### config.mk
export PLATFORM = sky130hd
export DESIGN_NAME = sacl_ctrl
export DESIGN_NICKNAME = d
export VERILOG_FILES = /design/src/hw/rtl/sacl_pkg.sv /design/src/hw/rtl/sacl_ctrl.sv
export SDC_FILE = /design/constraint.sdc
export NUM_CORES = 1
export LEC_CHECK = 0
export BUFFER_PORTS_ARGS = -buffer_cell sky130_fd_sc_hd__buf_2
export CAP_MARGIN = 20
export CELL_PAD_IN_SITES_DETAIL_PLACEMENT = 1
export CELL_PAD_IN_SITES_GLOBAL_PLACEMENT = 1
export CORE_AREA = 5 5 42 44
export CTS_CLUSTER_DIAMETER = 200
export CTS_CLUSTER_SIZE = 16
export DETAILED_ROUTE_END_ITERATION = 7
export DIE_AREA = 0 0 47 49
export GPL_TIMING_DRIVEN = 0
export PLACE_DENSITY_LB_ADDON = 0.25
export SYNTH_ARGS = -nofsm -noshare
export SYNTH_HDL_FRONTEND = slang
export SYNTH_SLANG_ARGS = --single-unit
### constraint.sdc
create_clock -name i_clk -period 2.1 [get_ports i_clk]
set_input_delay 0.21 -clock i_clk [delete_from_list [all_inputs] [get_ports i_clk]]
set_output_delay 0.21 -clock i_clk [all_outputs]
set_load 0.02 [all_outputs]
### src/hw/rtl/sacl_pkg.sv
// Shared types and constants for the set-associative cache tag lookup.
// Holds the controller state enum and the command/status structs.
// No dependencies.
package sacl_pkg;

    localparam int ADDR_W    = 32;
    localparam int STAMP_W   = 32;
    localparam int CNT_W     = 32;
    localparam int WAY_OUT_W = 2;

    typedef enum logic [2:0] {
        ST_CLEAR,
        ST_IDLE,
        ST_LOOKUP,
        ST_SCAN,
        ST_DONE
    } t_state;

    typedef struct packed {
        logic clear;
        logic accept;
        logic scan_init;
        logic scan_step;
        logic finish;
    } t_cmd;

    typedef struct packed {
        logic clr_last;
        logic need_scan;
        logic scan_last;
        logic out_busy;
    } t_sts;

endpackage

### src/hw/rtl/sacl_ctrl.sv
// Controller state machine for the cache tag lookup.
// Sequences the clearing pass, lookup, LRU victim scan and write-back.
// Depends on sacl_pkg.
module sacl_ctrl
    import sacl_pkg::*;
(
    input  logic   i_clk,
    input  logic   i_rst_n,
    input  logic   i_in_valid,
    input  t_sts   i_sts,
    output t_cmd   o_cmd,
    output logic   o_in_stall
);

    t_state r_state;
    t_state n_state;

    always_ff @(posedge i_clk) begin
        if (!i_rst_n) begin
            r_state <= ST_CLEAR;
        end else begin
            r_state <= n_state;
        end
    end

    always_comb begin
        n_state    = r_state;
        o_cmd      = '0;
        o_in_stall = 1'b1;
        case (r_state)
            ST_CLEAR: begin
                o_cmd.clear = 1'b1;
                if (i_sts.clr_last) begin
                    n_state = ST_IDLE;
                end
            end
            ST_IDLE: begin
                o_in_stall   = 1'b0;
                o_cmd.accept = i_in_valid;
                if (i_in_valid) begin
                    n_state = ST_LOOKUP;
                end
            end
            ST_LOOKUP: begin
                if (i_sts.need_scan) begin
                    o_cmd.scan_init = 1'b1;
                    n_state         = ST_SCAN;
                end else if (!i_sts.out_busy) begin
                    o_cmd.finish = 1'b1;
                    n_state      = ST_IDLE;
                end
            end
            ST_SCAN: begin
                o_cmd.scan_step = 1'b1;
                if (i_sts.scan_last) begin
                    n_state = ST_DONE;
                end
            end
            ST_DONE: begin
                if (!i_sts.out_busy) begin
                    o_cmd.finish = 1'b1;
                    n_state      = ST_IDLE;
                end
            end
            default: begin
                n_state = ST_CLEAR;
            end
        endcase
    end

    assert property (@(posedge i_clk) disable iff (!i_rst_n)
        (r_state == ST_SCAN && i_sts.scan_last) |=> (r_state == ST_DONE))
        else $error("scan end did not move to write-back");

    assert property (@(posedge i_clk) disable iff (!i_rst_n)
        o_cmd.finish |-> !i_sts.out_busy)
        else $error("write-back while output word still held");

endmodule

* Yosys cells after proc, flatten, opt, wreduce, memory -nomap -nowiden *
Cells that the tools add are included.

operators by class
  equality and inequality tests = 7
  mux-type cells = 15
  reduce and logical (&&, ||, !) cells = 2

operator list
  kind                                                 number
  two-way mux 3 bit                                    5
  one-hot mux 3 bit (5 select lines)                   1
  two-way mux 1 bit                                    8
  equality test 3 x 2 -> 1 bit, second input constant  2
  != test 2 bit, second input constant                 3
  equality test 3 x 1 -> 1 bit, second input constant  1
  equality test 3 bit, second input constant           1
  zero test 3 bit                                      1
  AND reduction 3 bit                                  1
  one-hot mux 1 bit (2 select lines)                   1

word-level totals
  register bits after elaboration = 3
  bits of input ports = 7
  output and inout port bits = 6
  word-level logic and storage cells = 25

* Depth between registers and ports, before layout *
Gate-level depths: netlist (run 1).

  depth in word-level cells = 3
  gate-level depth with buffers = 4
  mapped depth without buffers = 3

* Worst setup path after synthesis (run 1) *
No wires, ideal clock.

  path type = reg2out
  from = reg r_state[1]
  to = out o_cmd[2] (netlist name)
  arrival time = 1235 ps
  required time = 1890 ps
  path slack = 655 ps
  cell stages (with the launch flop) = 4
  path buffers = 1
  cell sequence = dfxtp_1 buf_6 inv_4 nor4b_1

RTL lines
  element                 line             text
  start, declared         sacl_ctrl.sv:15  t_state r_state;
  start signal, assigned  sacl_ctrl.sv:22  r_state <= n_state;
  end, declared           sacl_ctrl.sv:11  output t_cmd o_cmd,

==> qor.yml, run 1 <==
insertedDiodeCount: 0
switchingPower_uw: 72.85
clockPowerShare: 0.431
area_growth_pct: 46.96
drc: 0
p_int_uw: 160.0
crit_path_max_fanout: 7
pwr-share-seq: 0.287
synth_cell_types: 20
antenna_found_initial: 0
nets: 55
p_leak_nw: 0.1470
p_per_area_nw_per_um2: 699.5
ys_ff_latch: 3
post-route-util: 0.2375
crit_path_end: "o_cmd[3]"
initial_core_util: 0.1616
clk_latency_ns: 0.23
relSlewSlack: 0.7422
ys_warn_count: 0
setup-tns-final_ns: 0
final_common_cell: "buf_2"
pre_cts_ws_ns: 0.7608
power_frac_comb: 0.282
p_total_uw: 232.8
grt_use_total: 0.07248
r2r_end: "r_state[1]$_SDFFE_PN0P_"
largest_register_ffs: 3
cts_made_buffers: 3
clockRootBuffer: "clkbuf_4"
vdd_drop_max_uv: 129.4
hold_violations: 0
cts_hold_buf: 0
fmax_mhz: 636.6
grt_pass1_vias: 273
grt_start_max_net_pins: 11
die_y_um: 49
fin_skew_ns: 0.0007551
clkTransAtPathRegs_ns: 0.04
die_w_um: 47
top_level_ports: 13
nFillCells: 193
crit_start: "r_state[0]$_SDFFE_PN0P_"
core_area_um2: 1401
drt-initial-drc-count: 1
grt_first_pass_wirelength_mm: 1.159
ant_nets: 0
h-tree-depth: 1
setup_viol: 0
syn_nets: 38
netlist_area_um2: 226.5
synth_largest_area_cell: "dfxtp_1"
hp-class: "primary input to flip-flop"
wl_per_cell_um: 11.21
rsz0062_at_grt: "no"
rows: 14
cts_tree: "built"
ys_seq_area_frac: 0.2652
final.setup.worst_slack_ns: 0.5291
die_area_um2: 2303
final.period_utilization: 0.7481
min_period_ns: 1.571
drive_gt1_frac: 0.3830
largest_registers: "r_state (3)"
netlist_instances: 31
cts_resized: 0
tightestPinTransition_ns: 0.3769
first_pass_iters: 2
cts_sinks: 3
routed_wl_um: 706
hpwl_um: 552.2
slew_violations: 0
crit_required_ns: 1.89
clockBufferDepth: 2
io_buffers: 12
grt-ovfl-total: 0
r2r_start: "r_state[1]$_SDFFE_PN0P_"
cp.arrival_ns: 1.36
drv_cap: 0
r2r_slack_ns: 0.84
most-common-layout-cells: "buf_2 (13), a21oi_1 (4), nor3_1 (3), clkbuf_4 (3), dfxtp_1 (3)"
cp-start-kind: "flip-flop"
r2r_cells: 4
place_congestion: 0.6947
post_cts_buffers: 0
status: "finished, final reports clean"
vias_per_cell: 4.524
critPathKind: "flip-flop to output port"
swShare: 0.3129
syn_area_per_cell_um2: 7.305
synth.area.top_cells: "dfxtp_1 (27%), a21oi_1 (8.8%), nor3_1 (6.6%)"
num_vias: 285
synth_top_area_frac: 0.2652
setup.worst_path.end_class: "output port"
largest_register: "r_state"
[worst min-delay path by stage]
stage	from	to	slack (ns)	depth (start not counted)
floorplan	i_sts[0]	r_state[2]$_SDFFE_PN0P_	0.37	2
global placement	i_rst_n	r_state[2]$_SDFFE_PN0P_	0.51	3
detailed placement	i_rst_n	r_state[2]$_SDFFE_PN0P_	0.50	3
CTS	i_rst_n	r_state[2]$_SDFFE_PN0P_	0.26	3
global route	i_rst_n	r_state[2]$_SDFFE_PN0P_	0.28	3
finish	i_rst_n	r_state[2]$_SDFFE_PN0P_	0.27	3
[power groups by stage]
stage / sequential (mW) / clock [mW] / combinational (mW)
floorplan: 0.0662 / 0 / 0.0441
global placement: 0.0679 / 0 / 0.0668
detailed placement: 0.0677 / 0 / 0.0668
CTS: 0.0669 / 0.108 / 0.0671
global route: 0.0679 / 0.107 / 0.0730
finish: 0.0668 / 0.100 / 0.0657
[logic make-up after synthesis]
logic type	count (synthesis)	synth area share
AO/OA/AOI/OAI	8	0.2265
AND/OR/NAND/NOR	16	0.3923
buffers and inverters	4	0.1160
flip-flops	3	0.2652
[worst max-delay path, stage by stage (launching register included)]
cell,delay [ns]
dfxtp_1,0.42
nor2b_1,0.35
and3_1,0.20
buf_2,0.16
[synth_stat cells]
library cell  n
a2111oi_0     1
a21oi_1       4
a32o_1        1
and2_1        1
and3_1        1
buf_2         1
buf_6         1
dfxtp_1       3
inv_1         1
inv_4         1
nand2_1       2
nand3_1       2
nor2_1        2
nor2b_1       2
nor3_1        3
nor3b_1       1
nor4b_1       1
o211ai_1      1
o21ai_0       1
or4_1         1
[metrics by stage]
stage | std cells | area, µm² | hold slack, ns
floorplan | 31 | 226.5 | 0.3702
global placement | 59 | 306.5 | 0.5068
detailed placement | 59 | 306.5 | 0.5020
CTS | 63 | 332.8 | 0.2601
global route | 63 | 332.8 | 0.2796
finish | 63 | 332.8 | 0.2671
[final cells by class]
type                    instances  area, µm²  share of cell area
repair buffers                 12      60.06              0.1805
multi-input cells              24      140.1              0.4211
inverters                       2      10.01             0.03008
well taps                      16      20.02             0.06015
clock buffers                   4      26.28             0.07895
flip-flops and latches          3      60.06              0.1805
plain buffers                   2      16.27             0.04887
[per-layer routing]
| layer | up-vias | global-route usage | wire (µm) | part of all wire |
|---|---|---|---|---|
| li1 | 145 | - | - | - |
| met1 | 132 | 0.08772 | 299 | 0.42 |
| met2 | 6 | 0.09502 | 365 | 0.52 |
| met3 | 2 | 0.02214 | 37 | 0.052 |
| met4 | 0 | 0.06912 | 4 | 0.0057 |
| met5 | - | 0 | 0 | 0 |
(Power assumes the default switching activity.)
==> inputs of run 2 (changes only) <==
==> constraint.sdc (replaced) <==
create_clock -name i_clk -period 1.6 [get_ports i_clk]
set_input_delay 0.16 -clock i_clk [delete_from_list [all_inputs] [get_ports i_clk]]
set_output_delay 0.16 -clock i_clk [all_outputs]
set_load 0.02 [all_outputs]
==> run 2 against run 1 <==
  * Sequential power increased by 31%
  * Critical path depth unchanged
  * Hold slack got worse by 0.050 ns
  * Largest cell class unchanged
  * Final area increased by 0.75%
  * Non-clock buffer count unchanged
  * Utilization up 0.18 points
  * Wire length rose by 0.71%
  * Combinational power rose by 33%
  * Clock power increased by 31%
  * Critical endpoint unchanged
  * Highest routed layer unchanged
  * Worst setup slack worse by 0.36 ns
  * Final cell count unchanged
==> qor.yml, run 2 (synthesized netlist as in run 1, its figures left out) <==
status: "finished, final reports clean"  # unchanged
insertedDiodeCount: 0  # unchanged
cts_made_buffers: 3  # unchanged
grt_start_max_net_pins: 11  # unchanged
slowest_delay_ns: 0.42  # about the same
largest_registers: "r_state (3)"  # unchanged
place_congestion: 0.6947  # unchanged
rows: 14  # unchanged
clockBufferDepth: 2  # unchanged
final.setup.worst_slack_ns: 0.1700  # was 0.5291 ns
path_cells: "nor2b_2 > and3_1 > buf_2"  # was nor2b_1 > and3_1 > buf_2
clockPowerShare: 0.429  # was 0.431
tightestPinTransition_ns: 0.3941  # was 0.3769 ns
core_area_um2: 1401  # unchanged
p_per_area_nw_per_um2: 913.7  # was 699.5 nW/µm²
rsz0062_at_grt: "no"  # unchanged
drive_gt1_frac: 0.4043  # was 0.3830
setup.worst_path.end_class: "output port"  # unchanged
area_growth_pct: 48.07  # was 46.96%
die_y_um: 49  # unchanged
swShare: 0.3119  # was 0.3129
wl_per_cell_um: 11.29  # was 11.21 µm
drc: 0  # unchanged
pre_cts_ws_ns: 0.3108  # was 0.7608 ns
h-tree-depth: 1  # unchanged
top_level_ports: 13  # unchanged
cp_slowest_cell: "dfxtp_1"  # unchanged
hpwl_um: 552.2  # unchanged
fmax_mhz: 699.3
clockRootBuffer: "clkbuf_4"  # unchanged
p_int_uw: 210.8  # was 160.0 µW
hold_violations: 0  # unchanged
cp-start-kind: "flip-flop"  # unchanged
setup-tns-final_ns: 0  # unchanged
ant_nets: 0  # unchanged
hold_start: "i_rst_n"  # unchanged
crit_path_max_fanout: 7  # unchanged
cts_tree: "built"  # unchanged
cp.arrival_ns: 1.27  # was 1.36 ns
die_area_um2: 2303  # unchanged
drt-initial-drc-count: 1  # unchanged
largest_register: "r_state"  # unchanged
grt_pass1_vias: 273  # unchanged
grt_use_total: 0.07248  # unchanged
vdd_drop_max_uv: 173.4  # was 129.4 µV
initial_core_util: 0.1616  # unchanged
first_pass_iters: 4  # was 2
final_common_cell: "buf_2"  # unchanged
antenna_found_initial: 0  # unchanged
clk_latency_ns: 0.23  # about the same
p_leak_nw: 0.1475  # was 0.1470 nW
min_period_ns: 1.430
setup_viol: 0  # unchanged
nets: 55  # unchanged
slew_violations: 0  # unchanged
clkTransAtPathRegs_ns: 0.04  # about the same
crit_start: "r_state[0]$_SDFFE_PN0P_"  # unchanged
cts_sinks: 3  # unchanged
final.period_utilization: 0.8937
most-common-layout-cells: "buf_2 (13), a21oi_1 (4), nor3_1 (3), clkbuf_4 (3), dfxtp_1 (3)"  # unchanged
power_frac_comb: 0.285  # was 0.282
hp-class: "primary input to flip-flop"  # unchanged
grt_first_pass_wirelength_mm: 1.159  # unchanged
io_buffers: 12  # unchanged
drv_cap: 0  # unchanged
relSlewSlack: 0.7304  # was 0.7422
largest_register_ffs: 3  # unchanged
die_w_um: 47  # unchanged
crit_required_ns: 1.44  # was 1.89 ns
routed_wl_um: 711  # was 706 µm
r2r_start: "r_state[1]$_SDFFE_PN0P_"  # unchanged
grt-ovfl-total: 0  # unchanged
num_vias: 287  # was 285
switchingPower_uw: 95.55  # was 72.85 µW
vias_per_cell: 4.556  # was 4.524
pwr-share-seq: 0.286  # was 0.287
critPathKind: "flip-flop to output port"  # unchanged
fin_skew_ns: 0.0005987  # was 0.0007551 ns
-- run 2: changes by cell type in the layout (fill, tap and decap cells not counted) --
cell,change
nor2b_1,-1
nor2b_2,+1
-- run 2: area by class of cell --
type | count | area (µm²)
plain buffers | 2 | 16.27
clock buffers | 4 | 26.28
fillers | 192 | 1066
inverters | 2 | 10.01
multi-input cells | 24 | 142.6
flip-flops and latches | 3 | 60.06
well taps | 16 | 20.02
repair buffers | 12 | 60.06
-- run 2: repair_timing --
item                                    4_1_cts  5_1_grt
endpoints found under the setup margin        0        2
buffers inserted                              0        0
gates resized for setup                       0        1
hold buffers                                  0        0
-- run 2: metrics by stage --
stage	std cells	power, mW	area, µm²	hold slack, ns	utilization
6_report	63	0.3064	335.3	0.2172	0.2393
3_5_place_dp	59	0.1765	306.5	0.4520	0.2188
5_1_grt	63	0.3262	335.3	0.2296	0.2393
4_1_cts	63	0.3171	332.8	0.2101	0.2375
3_3_place_gp	59	0.1767	306.5	0.4568	0.2188
2_1_floorplan	31	0.1448	226.5	0.3202	-
-- run 2: critical path: cells and delay by family, from the launching register on --
kind	cells	cell delay, ns
flops	1	0.42
buf+inv	1	0.16
simple gates	2	0.47
-- run 2: final timing paths --
path	endpoint	slack [ns]	depth (start not counted)
setup / recovery	o_cmd[3]	0.17	3
hold / removal	r_state[2]$_SDFFE_PN0P_	0.22	3
setup reg to reg	r_state[1]$_SDFFE_PN0P_	0.34	4
hold reg to reg	r_state[2]$_SDFFE_PN0P_	0.61	3
-- run 2: power by group through the flow --
stage	Combinational, mW	Sequential [mW]	Clock (mW)
5_1_grt	0.0968	0.0890	0.140
3_3_place_gp	0.0876	0.0891	0
4_1_cts	0.0880	0.0878	0.141
6_report	0.0873	0.0877	0.131
2_1_floorplan	0.0579	0.0869	0
3_5_place_dp	0.0877	0.0888	0
-- run 2: metal layers --
metal | global-route usage | up-vias | share of wire
li1 | - | 145 | -
met1 | 0.08772 | 134 | 0.42
met2 | 0.09502 | 6 | 0.52
met3 | 0.02214 | 2 | 0.052
met4 | 0.06912 | 0 | 0.0056
met5 | 0 | - | 0
